File: config.mk
export PLATFORM = sky130hd
export DESIGN_NAME = sequential_list_insert_delete_top
export DESIGN_NICKNAME = d
export VERILOG_FILES = /design/src/hdl/slid_pkg.sv /design/src/hdl/sequential_list_insert_delete_top.sv /design/src/hdl/slid_cell.sv
export SDC_FILE = /design/constraint.sdc
export NUM_CORES = 2
export LEC_CHECK = 0
export ABC_AREA = 1
export BUFFER_PORTS_ARGS = -buffer_cell sky130_fd_sc_hd__buf_2
export CAP_MARGIN = 10
export CELL_PAD_IN_SITES_DETAIL_PLACEMENT = 1
export CELL_PAD_IN_SITES_GLOBAL_PLACEMENT = 2
export CORE_ASPECT_RATIO = 0.75
export CORE_MARGIN = 3
export CORE_UTILIZATION = 44
export CTS_CLUSTER_SIZE = 14
export DETAILED_ROUTE_END_ITERATION = 16
export GPL_ROUTABILITY_DRIVEN = 0
export PLACE_DENSITY = 0.91
export SLEW_MARGIN = 20
export SYNTH_ARGS = -nofsm -noshare
export SYNTH_HDL_FRONTEND = slang
export SYNTH_SLANG_ARGS = --single-unit
File: constraint.sdc
create_clock -name clk -period 12 [get_ports clk]
set_input_delay 1.2 -clock clk [delete_from_list [all_inputs] [get_ports clk]]
set_output_delay 1.2 -clock clk [all_outputs]
set_load 0.01 [all_outputs]
File: src/hdl/slid_pkg.sv
// Shared types and codes for the position-addressed list block.
`timescale 1ns / 1ps

package slid_pkg;

  localparam int WORD_W = 32;
  localparam int POS_W  = 6;
  localparam int LEN_W  = 6;

  typedef enum logic [1:0] {
    KIND_READ   = 2'd0,
    KIND_INSERT = 2'd1,
    KIND_REMOVE = 2'd2,
    KIND_CLEAR  = 2'd3
  } kind_t;

  typedef enum logic [1:0] {
    ST_OK    = 2'd0,
    ST_RANGE = 2'd1,
    ST_FULL  = 2'd2
  } status_t;

  typedef enum logic [1:0] {
    CELL_HOLD   = 2'd0,
    CELL_INSERT = 2'd1,
    CELL_REMOVE = 2'd2
  } cell_op_t;

  // Broadcast to every cell of the chain in the cycle a beat is taken.
  typedef struct packed {
    cell_op_t           op;
    logic [POS_W-1:0]   pos_idx;
    logic               tap_en;
  } cell_ctrl_t;

endpackage

File: src/hdl/sequential_list_insert_delete_top.sv
// Top level of the position-addressed list: control, cell chain and result stage.
//
//  Channel  | Handshake          | Payload
//  ---------+--------------------+----------------------------------
//  request  | start / busy       | kind, position, value
//  result   | done (strobe)      | read_value, status, list_length
//
// One request is taken in every cycle while busy is low; busy is high only in reset.
// A request's result is registered on its way to done: first the cell chain
// shifts and captures its read tap, then the OR of all taps is registered
// with status and list_length. The receiver cannot stall; results never wait.
// Reset empties the list; the entry contents are left as they are.
`timescale 1ns / 1ps

module sequential_list_insert_delete_top #(
  parameter int CAPACITY = 32
) (
  input  logic                         clk,
  input  logic                         rst,
  input  logic                         start,
  output logic                         busy,
  input  logic [1:0]                   kind,
  input  logic [slid_pkg::POS_W-1:0]   position,
  input  logic signed [slid_pkg::WORD_W-1:0] value,
  output logic                         done,
  output logic signed [slid_pkg::WORD_W-1:0] read_value,
  output logic [1:0]                   status,
  output logic [slid_pkg::LEN_W-1:0]   list_length
);

  localparam int CW = $clog2(CAPACITY + 1);

  logic [CW-1:0]              count;
  logic [CW-1:0]              count_next;
  logic                       accept;
  logic                       pos_in_list;
  logic                       pos_in_gap;
  slid_pkg::cell_ctrl_t       ctrl;
  slid_pkg::status_t          st_next;
  logic                       p_valid;
  slid_pkg::status_t          p_status;
  logic [slid_pkg::LEN_W-1:0] p_len;
  logic [slid_pkg::WORD_W-1:0] cell_data [CAPACITY];
  logic [slid_pkg::WORD_W-1:0] cell_tap  [CAPACITY];
  logic [slid_pkg::WORD_W-1:0] tap_or;

  assign busy   = rst;
  assign accept = start && !busy;

  assign pos_in_list = (position != '0) && (32'(position) <= 32'(count));
  assign pos_in_gap  = (position != '0) && (32'(position) <= 32'(count) + 32'd1);

  always_comb begin
    ctrl.op      = slid_pkg::CELL_HOLD;
    ctrl.pos_idx = position - slid_pkg::POS_W'(1);
    ctrl.tap_en  = 1'b0;
    st_next      = slid_pkg::ST_OK;
    count_next   = count;
    case (slid_pkg::kind_t'(kind))
      slid_pkg::KIND_READ: begin
        if (pos_in_list) begin
          ctrl.tap_en = accept;
        end else begin
          st_next = slid_pkg::ST_RANGE;
        end
      end
      slid_pkg::KIND_INSERT: begin
        if (32'(count) >= CAPACITY) begin
          st_next = slid_pkg::ST_FULL;
        end else if (!pos_in_gap) begin
          st_next = slid_pkg::ST_RANGE;
        end else begin
          ctrl.op    = accept ? slid_pkg::CELL_INSERT : slid_pkg::CELL_HOLD;
          count_next = count + CW'(1);
        end
      end
      slid_pkg::KIND_REMOVE: begin
        if (pos_in_list) begin
          ctrl.op     = accept ? slid_pkg::CELL_REMOVE : slid_pkg::CELL_HOLD;
          ctrl.tap_en = accept;
          count_next  = count - CW'(1);
        end else begin
          st_next = slid_pkg::ST_RANGE;
        end
      end
      default: begin
        count_next = '0;
      end
    endcase
  end

  // Each cell takes its lower neighbor on insert and its upper one on remove.
  for (genvar i = 0; i < CAPACITY; i++) begin : g_cell
    slid_cell #(
      .INDEX (i)
    ) u_cell (
      .clk        (clk),
      .ctrl       (ctrl),
      .value      (value),
      .from_below (cell_data[(i == 0) ? 0 : i - 1]),
      .from_above (cell_data[(i == CAPACITY - 1) ? i : i + 1]),
      .data       (cell_data[i]),
      .tap        (cell_tap[i])
    );
  end

  // At most one tap is nonzero, so an OR picks the entry read.
  always_comb begin
    tap_or = '0;
    for (int i = 0; i < CAPACITY; i++) begin
      tap_or = tap_or | cell_tap[i];
    end
  end

  always_ff @(posedge clk) begin
    if (rst) begin
      count   <= '0;
      p_valid <= 1'b0;
      done    <= 1'b0;
    end else begin
      p_valid <= accept;
      done    <= p_valid;
      if (accept) begin
        count <= count_next;
      end
    end
    p_status    <= st_next;
    p_len       <= slid_pkg::LEN_W'(count_next);
    read_value  <= tap_or;
    status      <= p_status;
    list_length <= p_len;
  end

  a_count_bound: assert property (@(posedge clk) disable iff (rst)
    32'(count) <= CAPACITY)
    else $error("entry count above capacity");

  a_done_follows_beat: assert property (@(posedge clk) disable iff (rst)
    !$past(rst) && !$past(rst, 2) |-> done == $past(accept, 2))
    else $error("result strobe does not match an accepted beat");

  a_error_zero: assert property (@(posedge clk) disable iff (rst)
    done && status != slid_pkg::ST_OK |-> read_value == '0)
    else $error("error result carries a nonzero word");

  a_count_step: assert property (@(posedge clk) disable iff (rst)
    !$past(rst) && $past(kind) != slid_pkg::KIND_CLEAR |->
      (count == $past(count) || count == $past(count) + CW'(1) ||
       count == $past(count) - CW'(1)))
    else $error("entry count moved by more than one");

endmodule

File: src/hdl/slid_cell.sv
// One list entry of the shifting chain, with its read tap.
`timescale 1ns / 1ps

module slid_cell #(
  parameter int INDEX = 0
) (
  input  logic                         clk,
  input  slid_pkg::cell_ctrl_t         ctrl,
  input  logic [slid_pkg::WORD_W-1:0]  value,
  input  logic [slid_pkg::WORD_W-1:0]  from_below,
  input  logic [slid_pkg::WORD_W-1:0]  from_above,
  output logic [slid_pkg::WORD_W-1:0]  data,
  output logic [slid_pkg::WORD_W-1:0]  tap
);

  logic hit;
  logic above;

  assign hit   = (32'(ctrl.pos_idx) == INDEX);
  assign above = (32'(ctrl.pos_idx) < INDEX);

  always_ff @(posedge clk) begin
    case (ctrl.op)
      slid_pkg::CELL_INSERT: begin
        if (hit) begin
          data <= value;
        end else if (above) begin
          data <= from_below;
        end
      end
      slid_pkg::CELL_REMOVE: begin
        if (hit || above) begin
          data <= from_above;
        end
      end
      default: begin
      end
    endcase
    // The tap captures the entry before any shift of the same beat.
    tap <= (ctrl.tap_en && hit) ? data : '0;
  end

endmodule
======== Yosys cells after proc, flatten, opt, wreduce, memory -nomap -nowiden ========
Cells that the tools add are included.
storage, ports and cells
  word-level logic and storage cells ...... 483
  input port bits ......................... 43
  latch bits .............................. 0
  bits in read-only memories .............. 0
  memory bits (writable) .................. 0
  register bits after elaboration ......... 2104
  output and inout bits ................... 42
  memories ................................ 0
operators by class
  $mul .................................... 0
  divide/modulo/power cells ............... 0
  $add $sub $neg .......................... 4
  bitwise operators ....................... 31
  reductions and logical operators ........ 104
  shift-type cells ........................ 0
  $lt $le $gt $ge ......................... 34
  eq/ne operators ......................... 97
  mux-type cells .......................... 141
operators by type and width
  kind                                                 count
  2-to-1 mux 32 bit                                    94
  one-hot mux 32 bit (2 select lines)                  31
  bitwise OR 32 bit                                    31
  == test 6 x 5 -> 1 bit (second input constant)       16
  < comparator 6 x 5 -> 1 bit (second input constant)  16
  AND reduction 3 bit                                  31
  != test 3 x 1 -> 1 bit (second input constant)       30
  != test 2 x 1 -> 1 bit (second input constant)       32
  == test 6 x 4 -> 1 bit (second input constant)       8
  < comparator 6 x 4 -> 1 bit (second input constant)  8
  logical AND 1 bit                                    35
  logical OR 1 bit                                     30
  == test 6 x 3 -> 1 bit (second input constant)       4
  < comparator 6 x 3 -> 1 bit (second input constant)  4
  2-to-1 mux 6 bit                                     3
  one-hot mux 6 bit (3 select lines)                   1
  == test 6 x 2 -> 1 bit (second input constant)       2
  < comparator 6 x 2 -> 1 bit (second input constant)  2
  subtractor 6 x 1 -> 6 bit (second input constant)    2
  one-hot mux 2 bit (2 select lines)                   2
  adder 6 x 1 -> 7 bit (second input constant)         1
  less-or-equal comparator 6 x 7 -> 1 bit              1
  2-to-1 mux 1 bit                                     7
  adder 6 x 1 -> 6 bit (second input constant)         1
  other kinds (14)                                     19

======== Longest topological paths before layout ========
  word-level depth ........................ 31
  mapped depth ............................ 25
  depth with buffers taken out ............ 23

======== Cells and area by module ========
Synthesis repeated with hierarchy kept, for this count alone.
unflattened totals
  cell total of the unflattened synthesis .. 12852
  area total of the unflattened synthesis .. 100782.9 µm²
by module, submodules not included
  module                             area an instance (µm²)  instances  cells each  seq. area each (µm²)
  sequential_list_insert_delete_top  4548.1                  1          623         1121.1
  slid_cell at g_cell[24].u_cell     3135.5                  1          390         1601.5
  slid_cell at g_cell[28].u_cell     3128.0                  1          387         1601.5
  slid_cell at g_cell[5].u_cell      3121.7                  1          385         1601.5
  slid_cell at g_cell[6].u_cell      3116.7                  1          390         1601.5
  slid_cell at g_cell[29].u_cell     3083.0                  1          387         1601.5
  slid_cell at g_cell[27].u_cell     3074.2                  1          388         1601.5
  slid_cell at g_cell[30].u_cell     3067.9                  1          388         1601.5
  slid_cell at g_cell[7].u_cell      3067.9                  1          386         1601.5
  slid_cell at g_cell[22].u_cell     3057.9                  1          391         1601.5
  slid_cell at g_cell[26].u_cell     3056.7                  1          388         1601.5
  slid_cell at g_cell[21].u_cell     3034.2                  1          390         1601.5
  slid_cell at g_cell[20].u_cell     3029.2                  1          389         1601.5
  slid_cell at g_cell[13].u_cell     3027.9                  1          386         1601.5
  19 more rows                       n/a                     n/a        n/a         n/a

======== Worst setup path before layout ========
No wires, ideal clock.
  path kind ............................... in2reg
  start ................................... input position[0] in the netlist's numbering
  end ..................................... register g_cell[14].u_cell.data[0] in the netlist's numbering, enable pin
  setup slack ............................. 5.141 ns
  path buffers ............................ 1
  required time ........................... 11.534 ns
  setup time .............................. 0.466 ns
  cell stages on the path ................. 20
  arrival time ............................ 6.394 ns
  cells stage by stage .................... inv_1 ha_1 inv_1 nor2_1 nand2_1 nand2_1 inv_1 nand2_1 nand3_1 nor3_1 inv_1 ha_1 clkbuf_1 nor2_1 clkinv_1 nand2_1 inv_1 nor2_1 o21ai_0 o21ai_0
on the way
  word-level cells in the longest chain between the ends .. 8
  elaborated cells on any way between the ends .. 19
  those cells by class .................... add/sub (1); order compare (3); eq/ne (5); mux (4); reduce/logical (6)
RTL lines
  what                                                                                  RTL line                                                                          source
  start: declaration                                                                    sequential_list_insert_delete_top.sv:23                                           input logic [slid_pkg::POS_W-1:0] position,
  less-or-equal comparator 6 x 7 -> 1 bit / nonzero test 6 bit (equally long branches)  sequential_list_insert_delete_top.sv:51, sequential_list_insert_delete_top.sv:50
  logical AND 1 bit                                                                     sequential_list_insert_delete_top.sv:51                                           assign pos_in_gap = (position != '0) && (32'(position) <= 32'(count) + 32'd1);
  2-to-1 mux 1 bit                                                                      sequential_list_insert_delete_top.sv:70                                           end else if (!pos_in_gap) begin
  2-to-1 mux 1 bit                                                                      sequential_list_insert_delete_top.sv:68                                           if (32'(count) >= CAPACITY) begin
  one-hot mux 2 bit (2 select lines)                                                    sequential_list_insert_delete_top.sv:59                                           case (slid_pkg::kind_t'(kind))
  == test 2 x 1 -> 1 bit / == test 2 bit (equally long branches)                        slid_cell.sv:23                                                                   case (ctrl.op)
  != test 3 x 1 -> 1 bit (no line), or another cell as far along                        n/a
  AND reduction 3 bit (no line) (*)                                                     n/a
  end signal: assignment                                                                slid_cell.sv:26                                                                   data <= value;
  end signal: assignment                                                                slid_cell.sv:28                                                                   data <= from_below;
  end signal: assignment                                                                slid_cell.sv:33                                                                   data <= from_above;
  end: declaration                                                                      slid_cell.sv:12                                                                   output logic [slid_pkg::WORD_W-1:0] data,
Every way passes the cells marked *; elsewhere a longest branch is shown, timed or not.
A chain may end at the register's enable or synchronous reset.

======== Final worst setup path ========
  start ................................... register count[0]
  end ..................................... register g_cell[14].u_cell.data[8] in the netlist's numbering, data pin
on the way
  word-level cells in the longest chain between the ends .. 8
  elaborated cells on any way between the ends .. 13
  those cells by class .................... add/sub (1); order compare (3); eq/ne (2); mux (5); reduce/logical (2)
RTL lines
  what                                                            RTL line                                  source
  start: declaration                                              sequential_list_insert_delete_top.sv:33   logic [CW-1:0] count;
  start signal: assignment                                        sequential_list_insert_delete_top.sv:124  count <= count_next;
  adder 6 x 1 -> 7 bit                                            sequential_list_insert_delete_top.sv:51
  less-or-equal comparator 6 x 7 -> 1 bit                         sequential_list_insert_delete_top.sv:51
  logical AND 1 bit                                               sequential_list_insert_delete_top.sv:51
  2-to-1 mux 1 bit                                                sequential_list_insert_delete_top.sv:70
  2-to-1 mux 1 bit                                                sequential_list_insert_delete_top.sv:68
  one-hot mux 2 bit (2 select lines) (*)                          sequential_list_insert_delete_top.sv:59
  == test 2 bit / == test 2 x 1 -> 1 bit (equally long branches)  slid_cell.sv:23
  one-hot mux 32 bit (2 select lines) (*)                         slid_cell.sv:23
Marked as above.

==> flow_metrics.py <==
metrics = {
    "setup_path": {
        "ff2ff_path_depth": 20,
        "path_class": "reg -> reg",
        "cp.arrival_ns": 6.99,
        "startpoint_type": "flop",
        "startpoint": "count[0]$_SDFFE_PP0P_",
        "crit_fanout": 220,
        "crit_required_ns": 12.53,
        "timing.rr.start": "count[0]$_SDFFE_PP0P_",
        "critPathCaptureType": "flop",
    },
    "power_and_ir_drop": {
        "cellLeakagePower_nw": 36.5,
        "p_total_w": 0.0146,
        "p_per_area_nw_per_um2": 160,
        "max-vdd-ir-drop_mv": 0.158,
    },
    "clocking": {
        "cts_tree": "built",
        "clk-insertion-delay-late_ns": 0.84,
        "numClockSinks": 2104,
        "clk_path_buf_depth": 3,
        "hold_buffers": 0,
        "cts.clk_slew.worst_paths_ns": 0.06,
        "ctsResizeCount": 0,
        "cts_setup_buffers": 0,
        "cts.htree.levels": 4,
        "cts_root_buffer": "clkbuf_16",
        "numCtsBuffers": 202,
    },
    "cells_and_area": {
        "drive_gt1_share_pct": 7.36,
        "syn_to_final_growth_pct": 10.9,
        "fin_nets": 8449,
        "post-route-util_pct": 49.4,
    },
    "worst_hold_path": {
        "holdCritStartpoint": "p_status[0]$_DFF_P_",
        "whs_path_depth": 0,
        "hold_class": "reg -> reg",
    },
    "logic_synthesis": {
        "synthesis.instances": 8625,
        "ys_seq_elements": 2104,
        "postSynth.asyncResetShare_pct": 0,
        "ys_top_cells_by_area": "edfxtp_1 37%, dfxtp_1 26%, o21ai_0 11%",
        "syn_area_per_cell_um2": 9.54,
        "synth_edf_count": 1024,
        "synth_top_family_by_area": "compound AO/OA/AOI/OAI gates",
        "syn_area_um2": 82300,
        "ys_types": 34,
        "synth.area.mux_share_pct": 0,
        "synth_compound_area_share_pct": 17.2,
        "synth_xor_xnor_area_share_pct": 0.108,
        "synth_nets": 8695,
        "yosysMostFrequentCell": "o21ai_0",
        "synth-simple-area-share_pct": 10.2,
        "synthTopCellsByCount": "1,768 x o21ai_0, 1,185 x nor2_1, 1,123 x inv_1",
        "yosys_warnings": 0,
        "ys_seq_area_share_pct": 63.6,
        "synth_top_area_share_pct": 37.4,
        "synthFlopType": "dfxtp_1",
        "yosysTopAreaCell": "edfxtp_1",
        "synthAdderAreaFrac_pct": 0.411,
    },
    "global_route": {
        "grt_pass1_wl_um": 424000,
        "grt.total_usage_pct": 28.9,
        "antenna_found_initial": 18,
        "grt_max_degree": 221,
        "grt_pass1_vias": 64600,
        "overflow": 0,
    },
    "sta": {
        "post-route-min-period_ns": 6.45,
        "clock_skew_ns": 0.0231,
        "fmax_ghz": 0.155,
        "tightestPinTransition_ns": 1.26,
        "hold_viol_final": 0,
        "slew_headroom_pct": 15.0,
        "tns_ns": 0,
        "setup_viol": 0,
        "whs_ns": 0.331,
        "rsz0062_at_grt": "no",
        "period_share_pct": 53.8,
        "slew_viol_final": 0,
    },
    "job": {
        "drv_cap": 0,
    },
    "drt": {
        "first_pass_iters": 6,
        "detail-route-antenna-nets": 0,
        "wl_um": 285000,
        "post_drt_via_cell_ratio": 5.83,
        "drc": 0,
        "wl_per_cell_um": 25.8,
        "vias": 64500,
        "drtIter0Drc": 8193,
    },
    "floorplan": {
        "die_x_um": 505,
        "initial_core_util_pct": 44.6,
        "core-area_um2": 185000,
        "io_pins": 85,
        "num_rows": 136,
        "die_area_um2": 192000,
        "die_h_um": 381,
    },
    "placement": {
        "place_hpwl_um": 172000,
        "portBuffers": 84,
    },
    "run_status": {
        "status": "finished, final reports clean",
    },
}
-- worst max-delay path, stage by stage, from the launching register on --
cell     delay (ns)
dfxtp_1        0.56
inv_1          0.26
ha_1           0.37
inv_1          0.07
ha_1           0.29
nand2_1        0.06
nor2_1         0.04
nand2_1        0.06
nand2_1        0.05
inv_1          0.05
nand2_1        0.15
nand3_1        0.22
nor3_1         0.11
inv_1          0.10
ha_4           0.57
buf_4          0.76
buf_12         0.67
buf_12         0.76
a21oi_1        0.12
o21ai_0        0.15
o21ai_0        0.14
-- area by class of cell --
type                       count  area [um2]
sequential                  2104       52400
antenna                       14        35.0
timing repair buffer         194        1340
multi-input combinational   4741       23600
inverter                    1136        4270
clock buffer                 299        5780
clock inverter                77         697
fill                       20700       93400
tap                         2484        3110
-- state kept, by name, summed over array words and instances (netlist names) --
signal / flops
status: 2
g_cell.u_cell.tap: 1024
read_value: 32
p_valid: 1
p_status: 2
count: 6
g_cell.u_cell.data: 1024
p_len: 6
list_length: 6
done: 1
-- power breakdown --
group          internal, W  switching (W)
combinational     0.000132       0.000453
sequential         0.00760      0.0000290
clock              0.00355        0.00283
-- path summary, 6_finish.rpt --
| path | slack, ns | to |
|---|---|---|
| min reg2reg | 0.33 | status[0]$_DFF_P_ |
| max reg2reg | 5.55 | g_cell[14].u_cell.data[8]$_DFFE_PP_ |
| max | 5.55 | g_cell[14].u_cell.data[8]$_DFFE_PP_ |
| min | 0.33 | status[0]$_DFF_P_ |
-- cells by family (layout without fill, tap and decap cells) --
group,after synthesis,in the layout
adders and majority gates,27,27
and+or+nand+nor,1926,1926
AOI/OAI and AO/OA,2780,2780
xor gates and xnor gates,8,8
buffers and inverters,1780,1706
other,0,14
DFF,2104,2104
-- layout by cell type (no fill, tap or decap), types with 192 or more instances in the layout --
cell,n
o21ai_0,1765
nor2_1,1180
inv_1,1119
dfxtp_1,1080
edfxtp_1,1024
a21oi_1,749
nor4_1,251
nand2_1,206
clkbuf_16,206
o22ai_1,192
-- routing by layer --
| metal | vias up | global-route usage, % | share of wire, % |
|---|---|---|---|
| met1 | 32400 | 43.7 | 46 |
| met2 | 2811 | 41.0 | 41 |
| met5 | - | 0 | 0.0046 |
| met4 | 2 | 8.90 | 3.0 |
| li1 | 28800 | - | - |
| met3 | 416 | 6.26 | 9.9 |
-- through the flow --
stage          setup WS, ns  cell area [um2]  std cells
3_5_place_dp           5.04            84700      10700
6_report               5.55            91200      11000
2_1_floorplan          5.14            82300       8625
4_1_cts                5.60            91100      11000
5_1_grt                5.13            91200      11000
3_3_place_gp           5.10            84600      10700
Note: power is estimated with default switching activity, not from simulation.
